--- src/design/ops_pkg.sv ---
package ops_pkg;

	// fixed point format and field layout
	localparam int FRAC_BITS = 12;
	localparam int NFIELDS   = 6;
	localparam int OPAC_IDX  = 5;
	localparam int FIELD_W   = 16;
	localparam int OPAC_W    = 13;
	localparam int FLD_W     = $clog2(NFIELDS);
	localparam int OPAC_MAX  = (1 << OPAC_W) - 1;
	localparam int ONE_RAW   = 1 << FRAC_BITS;
	localparam int OPAC_ONE  = (ONE_RAW > OPAC_MAX) ? OPAC_MAX : ONE_RAW;

	// smoothing gain, round(0.28 * 2^FRAC_BITS)
	localparam int ALPHA_Q   = (28 * ONE_RAW + 50) / 100;
	// difference (FIELD_W+1) times positive gain (FRAC_BITS+1)
	localparam int PROD_W    = FIELD_W + 2 + FRAC_BITS;
	localparam int SUM_W     = FIELD_W + 2;

	// miss handling
	localparam int HOLD_FRAMES = 8;
	localparam int FADE_END    = 18;
	localparam int FADE_LEN    = 10;
	localparam int MISS_W      = 5;
	localparam int MISS_MAX    = (1 << MISS_W) - 1;
	localparam int FADE_IDX_W  = 4;

	// frame phase and interval register
	localparam int PHASE_W        = 8;
	localparam int INTERVAL_RESET = 3;

	// command queue between front and back
	localparam int CMDQ_DEPTH = 4;

	typedef struct packed {
		logic                      det_visible;
		logic signed [FIELD_W-1:0] det_center_x;
		logic signed [FIELD_W-1:0] det_center_y;
		logic signed [FIELD_W-1:0] det_width;
		logic signed [FIELD_W-1:0] det_height;
		logic signed [FIELD_W-1:0] det_rotation;
		logic        [OPAC_W-1:0]  det_opacity;
	} det_item_t;

	typedef struct packed {
		logic                      out_visible;
		logic signed [FIELD_W-1:0] out_center_x;
		logic signed [FIELD_W-1:0] out_center_y;
		logic signed [FIELD_W-1:0] out_width;
		logic signed [FIELD_W-1:0] out_height;
		logic signed [FIELD_W-1:0] out_rotation;
		logic        [OPAC_W-1:0]  out_opacity;
		logic                      detection_used;
	} res_item_t;

	typedef logic [NFIELDS-1:0][FIELD_W-1:0] fields_t;

	// work the back end does for one frame
	typedef enum logic [2:0] {
		OP_SKIP   = 3'd0,
		OP_RAW    = 3'd1,
		OP_LOAD   = 3'd2,
		OP_SMOOTH = 3'd3,
		OP_OPAC   = 3'd4
	} op_e;

	typedef struct packed {
		op_e              op;
		logic [OPAC_W-1:0] opac;
		det_item_t        det;
	} cmd_t;

	typedef logic [(1 << FADE_IDX_W)-1:0][OPAC_W-1:0] fade_tbl_t;

	// fade opacity by frames left before the drop
	function automatic fade_tbl_t fade_table();
		fade_tbl_t t;
		int        v;
		for (int i = 0; i < (1 << FADE_IDX_W); i++) begin
			if (i <= FADE_LEN) begin
				v = (OPAC_ONE * i + FADE_LEN / 2) / FADE_LEN;
			end else begin
				v = 0;
			end
			t[i] = OPAC_W'(v);
		end
		return t;
	endfunction

	localparam fade_tbl_t FADE_TBL = fade_table();

	// detection as six field slots, opacity zero extended
	function automatic fields_t det_fields(det_item_t d);
		fields_t f;
		f[0] = d.det_center_x;
		f[1] = d.det_center_y;
		f[2] = d.det_width;
		f[3] = d.det_height;
		f[4] = d.det_rotation;
		f[OPAC_IDX] = FIELD_W'(d.det_opacity);
		return f;
	endfunction

	function automatic res_item_t make_res(logic vis, fields_t f, logic used);
		res_item_t r;
		r.out_visible    = vis;
		r.out_center_x   = f[0];
		r.out_center_y   = f[1];
		r.out_width      = f[2];
		r.out_height     = f[3];
		r.out_rotation   = f[4];
		r.out_opacity    = f[OPAC_IDX][OPAC_W-1:0];
		r.detection_used = used;
		return r;
	endfunction

endpackage

--- src/design/ops_front.sv ---
module ops_front (
	input  logic                         clk,
	input  logic                         arst_n,
	input  logic                         push,
	input  ops_pkg::det_item_t           det,
	input  logic                         cfg_wr_en,
	input  logic [ops_pkg::PHASE_W-1:0]  cfg_wr_data,
	input  logic                         cmd_full,
	output logic                         cmd_wr,
	output ops_pkg::cmd_t                cmd
);

	logic [ops_pkg::PHASE_W-1:0] interval_q;
	logic [ops_pkg::PHASE_W-1:0] phase_q;
	logic                        sv_q;
	logic [ops_pkg::MISS_W-1:0]  miss_q;
	logic                        held_vis_q;

	logic [ops_pkg::PHASE_W-1:0] iv;
	logic [ops_pkg::PHASE_W-1:0] ph_inc;
	logic [ops_pkg::PHASE_W-1:0] ph_next;
	logic                        used;
	logic [ops_pkg::MISS_W-1:0]  miss_inc;
	logic [ops_pkg::MISS_W-1:0]  fade_left;
	logic                        sv_d;
	logic [ops_pkg::MISS_W-1:0]  miss_d;
	logic                        hv_d;

	assign cmd_wr = push & ~cmd_full;

	// phase step and consume decision
	always_comb begin
		iv       = (interval_q == '0) ? ops_pkg::PHASE_W'(1) : interval_q;
		ph_inc   = phase_q + ops_pkg::PHASE_W'(1);
		ph_next  = (ph_inc >= iv) ? '0 : ph_inc;
		used     = (ph_next == '0) || !held_vis_q;
		miss_inc = (miss_q == ops_pkg::MISS_W'(ops_pkg::MISS_MAX)) ? miss_q
			: miss_q + ops_pkg::MISS_W'(1);
		fade_left = ops_pkg::MISS_W'(ops_pkg::FADE_END) - miss_inc;
	end

	// classify the frame into one back end command
	always_comb begin
		sv_d     = sv_q;
		miss_d   = miss_q;
		hv_d     = held_vis_q;
		cmd.op   = ops_pkg::OP_SKIP;
		cmd.opac = '0;
		cmd.det  = det;
		if (used) begin
			if (det.det_visible) begin
				cmd.op = sv_q ? ops_pkg::OP_SMOOTH : ops_pkg::OP_LOAD;
				sv_d   = 1'b1;
				miss_d = '0;
				hv_d   = 1'b1;
			end else begin
				miss_d = miss_inc;
				if (sv_q && miss_inc <= ops_pkg::MISS_W'(ops_pkg::HOLD_FRAMES)) begin
					cmd.op   = ops_pkg::OP_OPAC;
					cmd.opac = ops_pkg::OPAC_W'(ops_pkg::OPAC_ONE);
					hv_d     = 1'b1;
				end else if (sv_q && miss_inc <= ops_pkg::MISS_W'(ops_pkg::FADE_END)) begin
					cmd.op   = ops_pkg::OP_OPAC;
					cmd.opac = ops_pkg::FADE_TBL[fade_left[ops_pkg::FADE_IDX_W-1:0]];
					hv_d     = 1'b1;
				end else begin
					// no smoothed placement left: pass the raw detection
					cmd.op = ops_pkg::OP_RAW;
					sv_d   = 1'b0;
					hv_d   = 1'b0;
				end
			end
		end
	end

	// interval register
	always_ff @(posedge clk or negedge arst_n) begin
		if (!arst_n) begin
			interval_q <= ops_pkg::PHASE_W'(ops_pkg::INTERVAL_RESET);
		end else if (cfg_wr_en) begin
			interval_q <= cfg_wr_data;
		end
	end

	// tracking state, advanced per accepted word
	always_ff @(posedge clk or negedge arst_n) begin
		if (!arst_n) begin
			phase_q    <= '0;
			sv_q       <= 1'b0;
			miss_q     <= '0;
			held_vis_q <= 1'b0;
		end else if (cmd_wr) begin
			phase_q    <= ph_next;
			sv_q       <= sv_d;
			miss_q     <= miss_d;
			held_vis_q <= hv_d;
		end
	end

endmodule

--- src/design/ops_cmd_queue.sv ---
module ops_cmd_queue #(
	parameter int DEPTH = ops_pkg::CMDQ_DEPTH
) (
	input  logic          clk,
	input  logic          arst_n,
	input  logic          wr_en,
	input  ops_pkg::cmd_t wr_data,
	output logic          full,
	input  logic          rd_en,
	output ops_pkg::cmd_t rd_data,
	output logic          empty
);

	localparam int PTR_W = (DEPTH > 1) ? $clog2(DEPTH) : 1;
	localparam int CNT_W = $clog2(DEPTH + 1);

	ops_pkg::cmd_t    slot_q [DEPTH];
	logic [PTR_W-1:0] wr_ptr_q;
	logic [PTR_W-1:0] rd_ptr_q;
	logic [CNT_W-1:0] count_q;
	logic             do_wr;
	logic             do_rd;

	assign full    = (count_q == CNT_W'(DEPTH));
	assign empty   = (count_q == '0);
	assign do_wr   = wr_en & ~full;
	assign do_rd   = rd_en & ~empty;
	assign rd_data = slot_q[rd_ptr_q];

	// storage
	always_ff @(posedge clk) begin
		if (do_wr) begin
			slot_q[wr_ptr_q] <= wr_data;
		end
	end

	// pointers and fill count
	always_ff @(posedge clk or negedge arst_n) begin
		if (!arst_n) begin
			wr_ptr_q <= '0;
			rd_ptr_q <= '0;
			count_q  <= '0;
		end else begin
			if (do_wr) begin
				wr_ptr_q <= (wr_ptr_q == PTR_W'(DEPTH - 1)) ? '0 : wr_ptr_q + PTR_W'(1);
			end
			if (do_rd) begin
				rd_ptr_q <= (rd_ptr_q == PTR_W'(DEPTH - 1)) ? '0 : rd_ptr_q + PTR_W'(1);
			end
			if (do_wr && !do_rd) begin
				count_q <= count_q + CNT_W'(1);
			end else if (do_rd && !do_wr) begin
				count_q <= count_q - CNT_W'(1);
			end
		end
	end

endmodule

--- src/design/ops_back.sv ---
module ops_back (
	input  logic               clk,
	input  logic               arst_n,
	input  logic               cmd_valid,
	input  ops_pkg::cmd_t      cmd,
	output logic               cmd_pop,
	output ops_pkg::res_item_t res,
	output logic               empty,
	input  logic               pop
);

	typedef enum logic [4:0] {
		ST_IDLE  = 5'b00001,
		ST_MUL   = 5'b00010,
		ST_ADD   = 5'b00100,
		ST_APPLY = 5'b01000,
		ST_EMIT  = 5'b10000
	} state_t;

	localparam logic signed [ops_pkg::FRAC_BITS:0] ALPHA_S =
		(ops_pkg::FRAC_BITS + 1)'(ops_pkg::ALPHA_Q);
	localparam logic signed [ops_pkg::PROD_W-1:0] HALF_S =
		ops_pkg::PROD_W'(1) << (ops_pkg::FRAC_BITS - 1);
	localparam logic signed [ops_pkg::SUM_W-1:0] FIELD_MAX =
		ops_pkg::SUM_W'((1 << (ops_pkg::FIELD_W - 1)) - 1);
	localparam logic signed [ops_pkg::SUM_W-1:0] FIELD_MIN =
		ops_pkg::SUM_W'(-(1 << (ops_pkg::FIELD_W - 1)));
	localparam logic signed [ops_pkg::SUM_W-1:0] OPAC_HI = ops_pkg::SUM_W'(ops_pkg::OPAC_MAX);

	state_t                             state_q;
	ops_pkg::cmd_t                      cur_q;
	logic [ops_pkg::FLD_W-1:0]          fld_q;
	logic signed [ops_pkg::PROD_W-1:0]  prod_q;
	ops_pkg::fields_t                   smooth_q;
	ops_pkg::fields_t                   held_q;
	logic                               held_vis_q;
	ops_pkg::res_item_t                 res_q;
	logic                               res_valid_q;

	ops_pkg::fields_t                   det_f;
	logic [ops_pkg::FIELD_W-1:0]        s_k;
	logic [ops_pkg::FIELD_W-1:0]        d_k;
	logic signed [ops_pkg::FIELD_W:0]   diff;
	logic signed [ops_pkg::PROD_W-1:0]  prod_d;
	logic signed [ops_pkg::PROD_W-1:0]  rnd;
	logic signed [ops_pkg::PROD_W-1:0]  shifted;
	logic signed [ops_pkg::SUM_W-1:0]   delta;
	logic signed [ops_pkg::SUM_W-1:0]   sum;
	logic signed [ops_pkg::SUM_W-1:0]   lo;
	logic signed [ops_pkg::SUM_W-1:0]   hi;
	logic                               is_opac;
	logic [ops_pkg::FIELD_W-1:0]        ema_val;
	logic                               last_fld;
	logic                               emit_go;
	ops_pkg::fields_t                   opac_f;

	assign cmd_pop  = (state_q == ST_IDLE) && cmd_valid;
	assign det_f    = ops_pkg::det_fields(cur_q.det);
	assign last_fld = (fld_q == ops_pkg::FLD_W'(ops_pkg::NFIELDS - 1));
	assign emit_go  = (state_q == ST_EMIT) && (!res_valid_q || pop);
	assign res      = res_q;
	assign empty    = ~res_valid_q;

	// one field of the exponential average: multiply, then round and clamp
	always_comb begin
		s_k     = smooth_q[fld_q];
		d_k     = det_f[fld_q];
		diff    = $signed({d_k[ops_pkg::FIELD_W-1], d_k}) - $signed({s_k[ops_pkg::FIELD_W-1], s_k});
		prod_d  = ops_pkg::PROD_W'(diff) * ops_pkg::PROD_W'(ALPHA_S);
		rnd     = prod_q + HALF_S;
		shifted = rnd >>> ops_pkg::FRAC_BITS;
		delta   = shifted[ops_pkg::SUM_W-1:0];
		sum     = $signed({{2{s_k[ops_pkg::FIELD_W-1]}}, s_k}) + delta;
		is_opac = (fld_q == ops_pkg::FLD_W'(ops_pkg::OPAC_IDX));
		lo      = is_opac ? '0 : FIELD_MIN;
		hi      = is_opac ? OPAC_HI : FIELD_MAX;
		if (sum < lo) begin
			ema_val = lo[ops_pkg::FIELD_W-1:0];
		end else if (sum > hi) begin
			ema_val = hi[ops_pkg::FIELD_W-1:0];
		end else begin
			ema_val = sum[ops_pkg::FIELD_W-1:0];
		end
	end

	// smoothed placement with the new opacity
	always_comb begin
		opac_f = smooth_q;
		opac_f[ops_pkg::OPAC_IDX] = ops_pkg::FIELD_W'(cur_q.opac);
	end

	// sequencer
	always_ff @(posedge clk or negedge arst_n) begin
		if (!arst_n) begin
			state_q <= ST_IDLE;
			fld_q   <= '0;
		end else begin
			case (state_q)
				ST_IDLE: begin
					fld_q <= '0;
					if (cmd_valid) begin
						state_q <= (cmd.op == ops_pkg::OP_SMOOTH) ? ST_MUL : ST_APPLY;
					end
				end
				ST_MUL: begin
					state_q <= ST_ADD;
				end
				ST_ADD: begin
					if (last_fld) begin
						fld_q   <= '0;
						state_q <= ST_APPLY;
					end else begin
						fld_q   <= fld_q + ops_pkg::FLD_W'(1);
						state_q <= ST_MUL;
					end
				end
				ST_APPLY: begin
					state_q <= ST_EMIT;
				end
				ST_EMIT: begin
					if (emit_go) begin
						state_q <= ST_IDLE;
					end
				end
				default: begin
					state_q <= ST_IDLE;
				end
			endcase
		end
	end

	// shown flag and result slot
	always_ff @(posedge clk or negedge arst_n) begin
		if (!arst_n) begin
			held_vis_q  <= 1'b0;
			res_valid_q <= 1'b0;
		end else begin
			if (state_q == ST_APPLY) begin
				case (cur_q.op)
					ops_pkg::OP_SKIP: held_vis_q <= held_vis_q;
					ops_pkg::OP_RAW:  held_vis_q <= cur_q.det.det_visible;
					default:          held_vis_q <= 1'b1;
				endcase
			end
			if (emit_go) begin
				res_valid_q <= 1'b1;
			end else if (pop) begin
				res_valid_q <= 1'b0;
			end
		end
	end

	// placement data
	always_ff @(posedge clk) begin
		if (cmd_pop) begin
			cur_q <= cmd;
		end
		if (state_q == ST_MUL) begin
			prod_q <= prod_d;
		end
		if (state_q == ST_ADD) begin
			smooth_q[fld_q] <= ema_val;
		end
		if (state_q == ST_APPLY) begin
			case (cur_q.op)
				ops_pkg::OP_RAW: begin
					held_q <= det_f;
				end
				ops_pkg::OP_LOAD: begin
					smooth_q <= det_f;
					held_q   <= det_f;
				end
				ops_pkg::OP_SMOOTH: begin
					held_q <= smooth_q;
				end
				ops_pkg::OP_OPAC: begin
					smooth_q <= opac_f;
					held_q   <= opac_f;
				end
				default: begin
					held_q <= held_q;
				end
			endcase
		end
		if (emit_go) begin
			res_q <= ops_pkg::make_res(held_vis_q, held_q, cur_q.op != ops_pkg::OP_SKIP);
		end
	end

endmodule

--- src/design/overlay_placement_smoother.sv ---
// channel   direction  handshake               word
// det       in         push / full             ops_pkg::det_item_t, one video frame
// res       out        pop / empty             ops_pkg::res_item_t, placement to show
// cfg       in         cfg_wr_en, cfg_wr_data  detect_interval, write only
//
// The front end classifies a frame in the cycle it is accepted and queues a command;
// it takes a new frame every cycle while the command queue has room.
// The back end ends one frame before taking the next and smooths the six fields in turn
// (one shared multiplier, a multiply and an add step each); that sets the sustained rate.
// A finished result waits in the output register; the back end stalls only on the next one.
// Reset is asynchronous; no clearing pass, the block is ready right after reset.
module overlay_placement_smoother #(
	parameter int CMDQ_DEPTH = ops_pkg::CMDQ_DEPTH
) (
	input  logic                        clk,
	input  logic                        arst_n,
	input  logic                        push,
	output logic                        full,
	input  ops_pkg::det_item_t          det,
	output logic                        empty,
	input  logic                        pop,
	output ops_pkg::res_item_t          res,
	input  logic                        cfg_wr_en,
	input  logic [ops_pkg::PHASE_W-1:0] cfg_wr_data
);

	logic          cmd_wr;
	logic          cmd_full;
	logic          cmd_empty;
	logic          cmd_pop;
	ops_pkg::cmd_t cmd_in;
	ops_pkg::cmd_t cmd_out;

	assign full = cmd_full;

	// frame classification
	ops_front u_front (
		.clk         (clk),
		.arst_n      (arst_n),
		.push        (push),
		.det         (det),
		.cfg_wr_en   (cfg_wr_en),
		.cfg_wr_data (cfg_wr_data),
		.cmd_full    (cmd_full),
		.cmd_wr      (cmd_wr),
		.cmd         (cmd_in)
	);

	// command queue
	ops_cmd_queue #(
		.DEPTH (CMDQ_DEPTH)
	) u_queue (
		.clk     (clk),
		.arst_n  (arst_n),
		.wr_en   (cmd_wr),
		.wr_data (cmd_in),
		.full    (cmd_full),
		.rd_en   (cmd_pop),
		.rd_data (cmd_out),
		.empty   (cmd_empty)
	);

	// smoothing and output
	ops_back u_back (
		.clk       (clk),
		.arst_n    (arst_n),
		.cmd_valid (~cmd_empty),
		.cmd       (cmd_out),
		.cmd_pop   (cmd_pop),
		.res       (res),
		.empty     (empty),
		.pop       (pop)
	);

	// a frame whose detection was skipped always shows the overlay
	a_skip_shown: assert property (@(posedge clk) disable iff (!arst_n)
		(!empty && !res.detection_used) |-> res.out_visible)
		else $error("skipped frame result with overlay hidden");

	// front never writes into a full queue
	a_no_overrun: assert property (@(posedge clk) disable iff (!arst_n)
		cmd_wr |-> !cmd_full)
		else $error("command written while queue full");

	// back only fetches when a command is waiting
	a_no_underrun: assert property (@(posedge clk) disable iff (!arst_n)
		cmd_pop |-> !cmd_empty)
		else $error("command fetched from empty queue");

endmodule
--- config.mk ---
export PLATFORM = sky130hd
export DESIGN_NAME = overlay_placement_smoother
export DESIGN_NICKNAME = d
export VERILOG_FILES = /design/src/design/ops_pkg.sv /design/src/design/ops_front.sv /design/src/design/ops_cmd_queue.sv /design/src/design/ops_back.sv /design/src/design/overlay_placement_smoother.sv
export SDC_FILE = /design/constraint.sdc
export NUM_CORES = 1
export LEC_CHECK = 0
export ABC_AREA = 0
export BUFFER_PORTS_ARGS = -buffer_cell sky130_fd_sc_hd__buf_2
export CAP_MARGIN = 20
export CORE_MARGIN = 2
export CORE_UTILIZATION = 32
export DETAILED_ROUTE_END_ITERATION = 8
export GPL_TIMING_DRIVEN = 1
export PLACE_DENSITY = 0.56
export REMOVE_ABC_BUFFERS = 1
export SLEW_MARGIN = 20
export SYNTH_ARGS = -nofsm -noshare
export SYNTH_HDL_FRONTEND = slang
export SYNTH_HIERARCHICAL = 1
export SYNTH_SLANG_ARGS = --single-unit
--- constraint.sdc ---
create_clock -name clk -period 8.4 [get_ports clk]
set_input_delay 0.84 -clock clk [delete_from_list [all_inputs] [get_ports clk]]
set_output_delay 0.84 -clock clk [all_outputs]
set_load 0.01 [all_outputs]
# Yosys cells after proc, flatten, opt, wreduce, memory -nomap -nowiden
# Memories as Yosys holds them, arrays and structs flattened.
# Index checks and enable logic that the tools add are counted.
totals:
  in_bits: 107
  mem_bits_rw: 440
  mem_count: 2
  reg_bits: 464
  romBits: 208
  out_inout_bits: 97
  elab_cells: 168
memory_table:
  columns: ["memory", "depth", "width", "read_ports", "rd_ports_with_merged_regs", "write_ports", "line", "text"]
  rows:
  - ["u_queue.slot_q", 4, 110, 1, 0, 1, "ops_cmd_queue.sv:17", "ops_pkg::cmd_t slot_q [DEPTH];"]
  - ["(name not given)", 16, 13, 1, 0, 0, "ops_front.sv:64", "cmd.opac = ops_pkg::FADE_TBL[fade_left[ops_pkg::FADE_IDX_W-1:0]];"]
op_classes:
  order_cmp: 8
  mul: 1
  reduce_logical: 28
  mux: 49
  eq_ne: 20
  add_sub_neg: 11
  bitwise: 7
op_table:
  columns: ["op", "n"]
  rows:
  - ["case mux 93 bit (3 select lines)", 1]
  - ["2-to-1 mux 96 bit", 2]
  - ["case mux 96 bit (2 select lines)", 1]
  - ["2-to-1 mux 16 bit", 7]
  - ["binary-select mux 16 bit (select 3 bit)", 2]
  - ["bitwise mux 96 bit", 1]
  - ["demux 16 bit (select 3 bit)", 1]
  - ["2-to-1 mux 13 bit", 3]
  - ["adder 30 x 13 -> 30 bit (second input constant)", 1]
  - ["multiplier 17 x 12 -> 29 bit (second input constant)", 1]
  - ["case mux 5 bit (5 select lines)", 1]
  - ["2-to-1 mux 5 bit", 4]
  - ["adder 16 x 18 -> 18 bit", 1]
  - ["> comparator 18 bit", 1]
  - ["< comparator 18 bit", 1]
  - ["2-to-1 mux 18 bit", 1]
  - ["subtractor 16 x 16 -> 17 bit", 1]
  - ["zero test 8 bit", 2]
  - ["2-to-1 mux 8 bit", 2]
  - ["2-to-1 mux 15 bit", 1]
  - ["2-to-1 mux 3 bit", 5]
  - ["2-to-1 mux 1 bit", 11]
  - ["== test 5 bit (second input constant)", 2]
  - ["== test 3 x 2 -> 1 bit (second input constant)", 3]
  - ["36 further kinds", 68]

# Logic depth before layout (Yosys ltp)
logic_depth:
  depth_word: 10
  mapped_depth: 35
  ltp_nobuf: 33

# Hierarchy
# The synthesis kept the hierarchy.
modules_own_cells:
  columns: ["module", "cells_per_inst", "area_per_inst_um2", "n_inst"]
  rows:
  - ["ops_back", 1892, 23326.1, 1]
  - ["ops_cmd_queue", 612, 16348.2, 1]
  - ["ops_front", 317, 2608.8, 1]
  - ["overlay_placement_smoother", 1, 3.8, 1]

# Worst setup path after synthesis
# No wires, ideal clock.
synth_timing:
  path_kind: "register to register"
  start: "register u_back/fld_q[2] (netlist bit)"
  end: "register u_back/prod_q[28] (netlist bit), data pin"
  stages_incl_launch_ff: 33
  period_less_slack_ns: 9.014
  path_slack_ns: -0.614
  setup_ns: 0.269
  n_path_buf: 3
  arrival_ns: 8.745
  path_cell_list: "dfrtp_1 -> buf_2 -> clkbuf_1 -> clkbuf_1 -> mux2i_1 -> nor2_1 -> a21oi_1 -> nor2_1 -> a221oi_1 -> ha_1 -> nor2b_1 -> o21ai_0 -> a21boi_0 -> o41ai_1 -> o2111ai_1 -> a31oi_1 -> o21bai_1 -> xor2_1 -> xor2_1 -> ha_1 -> ha_1 -> fa_1 -> fa_1 -> fa_1 -> ha_1 -> or3_1 -> o221ai_1 -> o311a_1 -> o21ai_1 -> o41ai_1 -> o2111ai_1 -> a21oi_1 -> xnor2_1"
synth_via:
  elab_chain_len: 4
synth_rtl:
  columns: ["item", "line", "text"]
  rows:
  - ["start, declared", "ops_back.sv:32", "logic [ops_pkg::FLD_W-1:0] fld_q;"]
  - ["start signal, assigned", "ops_back.sv:113", "fld_q <= fld_q + ops_pkg::FLD_W'(1);"]
  - ["binary-select mux 16 bit (select 3 bit), on equally long branches", "ops_back.sv:67, ops_back.sv:66", null]
  - ["2-to-1 mux 16 bit, on equally long branches", "ops_back.sv:67, ops_back.sv:66", null]
  - ["subtractor 16 x 16 -> 17 bit (*)", "ops_back.sv:68", "diff = $signed({d_k[ops_pkg::FIELD_W-1], d_k}) - $signed({s_k[ops_pkg::FIELD_W-1], s_k});"]
  - ["multiplier 17 x 12 -> 29 bit (*)", "ops_back.sv:69", "prod_d = ops_pkg::PROD_W'(diff) * ops_pkg::PROD_W'(ALPHA_S);"]
  - ["net u_back.prod_d, one bit", "ops_back.sv:44", "logic signed [ops_pkg::PROD_W-1:0] prod_d;"]
  - ["end signal, assigned", "ops_back.sv:159", "prod_q <= prod_d;"]
  - ["end, declared", "ops_back.sv:33", "logic signed [ops_pkg::PROD_W-1:0] prod_q;"]
# The timed path passes the listed nets; every way through them passes the cells marked *. The select of a mux whose other input is x is not followed.
# A chain may end at the register's enable or synchronous reset.

# Final worst setup path
# Same ends and word-level chain as after synthesis.

==> key figures <==
Run status
  • Status: finished, final reports clean

CTS
  • Num CTS Buffers: 96
  • Root Driver: clkbuf_16
  • CTS tree: built
  • Max Root-Sink Buffers: 3
  • Worst-path clk slew: 0.06 ns
  • Clock sink count: 892
  • Clk_lat worst skew: 0.71 ns
  • H-tree depth: 3

Synthesis
  • Flops & latches, synth: 892
  • Mux share of post-synthesis cell area: 0.0910
  • Post-synth EDFFs: 836
  • Post-synth top flop: edfxtp_1
  • Mean Syn Cell Area: 15.0 sq um
  • Most common cell in the netlist: edfxtp_1
  • Synth Warn #: 6
  • Mapped Cells: 2822
  • Post-synth top cells: 836 x edfxtp_1, 156 x inv_1, 154 x ha_1
  • Post-Synth Adder-Cell Area: 0.0806
  • Largest family of logic cells by synthesized area: multiplexers
  • Top-area cell type share of the netlist area: 0.594
  • Post-synth top area cell: edfxtp_1
  • FFs w/ async S/R, synth: 0.0448
  • Largest cells by area after synthesis: edfxtp_1 59%, mux4_2 5.9%, ha_1 4.6%, fa_1 3.5%, mux2_2 2.4%
  • Post-synthesis sequential area ratio: 0.625
  • Synth Area in Compound Gates: 0.0865
  • Post-Syn Area: 42300 sq um
  • Netlist cell types: 94
  • XOR/XNOR share of the synthesized area: 0.0170
  • Simple-Gate Fraction of Synth Area: 0.0522

Finish
  • Fin util: 0.367
  • Area added between synthesis and finish: 14.0%
  • Final #Nets: 3326
  • Fraction of layout instances using a drive strength above 1: 0.233

Route
  • Drc violations: 0
  • ANT nets after route: 0
  • Via density: 5.08
  • Routed wire length: 109000 um
  • Via count: 24600
  • Initial DRT Pass Iterations: 6
  • Wire per inst: 22.6 um
  • Initial DRC count: 2400

Worst setup path
  • Worst endpoint data arrival time: 8.37 ns
  • Slowest-stage cell, CP: fa_1
  • Crit-path max FO: 9
  • Critical setup path kind: reg2reg
  • Max stage delay on crit path: 0.54 ns
  • CP Depth: 33
  • Crit. End Element: flip-flop
  • Req. time, crit path: 8.85 ns
  • Crit path launch type: flip-flop
  • WP buf/inv: 6
  • Worst r2r path cells: 33
  • Delay-heaviest family, CP: adder cells

Floorplan
  • FP Rows: 133
  • Initial Util: 0.322
  • Core region area: 131000 sq um
  • Die height: 368 um
  • Die Area: 135000 sq um
  • Ports: 204
  • Die W: 368 um

Timing
  • Fin crit share: 0.943
  • Worst Tran Pin Value: 1.19 ns
  • Slew Limit Fails: 0
  • Clock Skew: 0.0465 ns
  • Worst rel slew slack: 0.204
  • Final hold vios: 0
  • RSZ-0062 raised after global routing: no
  • Final setup viols: 0
  • Final worst path period need: 7.92 ns
  • Max frequency: 126 MHz

Place
  • Detailed Place HPWL: 76800 um
  • PortBufs: 203
  • Gpl congestion: 0.922

Global routing
  • First-pass GRT wire length: 162000 um
  • Gr usage total: 0.159
  • Initial antenna violation count: 16
  • Largest net degree at the start of global routing: 65
  • Number of global-route vias before repair: 24800
  • Total grt overflow: 0

Run
  • Max cap viols: 0

Worst hold path
  • Hold Path Class: in2async
-- metal layers --
layer  track usage  part of all wire
met1         0.211              0.43
met2         0.262              0.48
met3        0.0310             0.058
met4        0.0531             0.029
met5             0            0.0013
-- state kept, by name, summed over array words and instances (netlist names), 3 cells and up --
register,count
u_front/miss_q,5
u_back/prod_q,18
u_queue/count_q,3
u_back/held_q,93
u_front/interval_q,8
u_back/fld_q,3
u_back/cur_q,110
u_queue/slot_q,440
u_back/state_q,5
u_back/res,95
u_back/opac_f,80
u_back/smooth_q,16
u_front/phase_q,8
-- metrics by stage --
| stage | instance area, sq um | hold WS [ns] | worst slack [ns] | instances | TNS (ns) |
|---|---|---|---|---|---|
| 4_1_cts | 48100 | 0.207 | 0.209 | 4824 | 0 |
| 3_3_place_gp | 44800 | 0.404 | 0.275 | 4643 | 0 |
| 3_5_place_dp | 44800 | 0.405 | 0.224 | 4643 | 0 |
| 6_report | 48200 | 0.242 | 0.480 | 4830 | 0 |
| 2_1_floorplan | 40900 | 0.400 | -1.35 | 2596 | -9.33 |
| 5_1_grt | 48200 | 0.268 | 0.0359 | 4829 | 0 |
-- placed cells by master, fill, tap and decap left out, drive strengths merged, types with 51 or more instances in the layout --
master | synthesis | layout
inv | 157 | 165
fa | 74 | 74
mux2 | 89 | 89
nand2 | 113 | 113
edfxtp | 836 | 836
ha | 154 | 154
o21ai | 143 | 143
buf | 145 | 296
nand3 | 51 | 51
clkbuf | 81 | 124
mux4 | 110 | 110
nor2 | 125 | 125
a22oi | 80 | 80
a21oi | 118 | 118
-- logic make-up after synthesis --
kind of cell,Yosys count
AOI/OAI and AO/OA,553
xor gates and xnor gates,82
adders and majority gates,228
buffers and inverters,385
DFF,892
muxes,236
and+or+nand+nor,446
-- worst reg2reg max path: cells and delay by family, from the launching register on --
family                   cells  cell delay [ns]
adder cells (fa/ha/maj)      8             2.99
AO/OA/AOI/OAI               10             2.06
AND/OR/NAND/NOR              6             0.93
buffers and inverters        6             0.73
XOR/XNOR                     3             0.51
flip-flops                   1             0.47
-- what timing repair did --
item / in CTS / in global routing
resized for setup: 0 / 22
setup endpoints to repair: 0 / 5
setup buffers: 0 / 5
hold buffers: 0 / 0
-- area by class of cell --
type / instances / area (sq um)
fillers: 12400 / 83100
flip-flops and latches: 892 / 26400
multi-input cells: 1545 / 14000
clock buffers: 123 / 2560
well taps: 1755 / 2200
repair buffers: 297 / 1750
clock inverters: 58 / 659
inverters: 159 / 598
diodes: 1 / 2.50
-- final timing paths --
check                                 start                    end  slack (ns)
max reg2reg                 u_back/fld_q[2]      u_back/prod_q[28]        0.48
max                         u_back/fld_q[2]      u_back/prod_q[28]        0.48
min in group clk             cfg_wr_data[7]  u_front/interval_q[7]        0.34
min reg2reg                u_back/held_q[6]         u_back/res[84]        0.41
max in group asynchronous            arst_n        u_back/fld_q[1]        7.66
min                                  arst_n     u_front/phase_q[4]        0.24
Power is not shown: default switching activity piles up to over one toggle a cycle in this logic, so the estimate is an artifact.
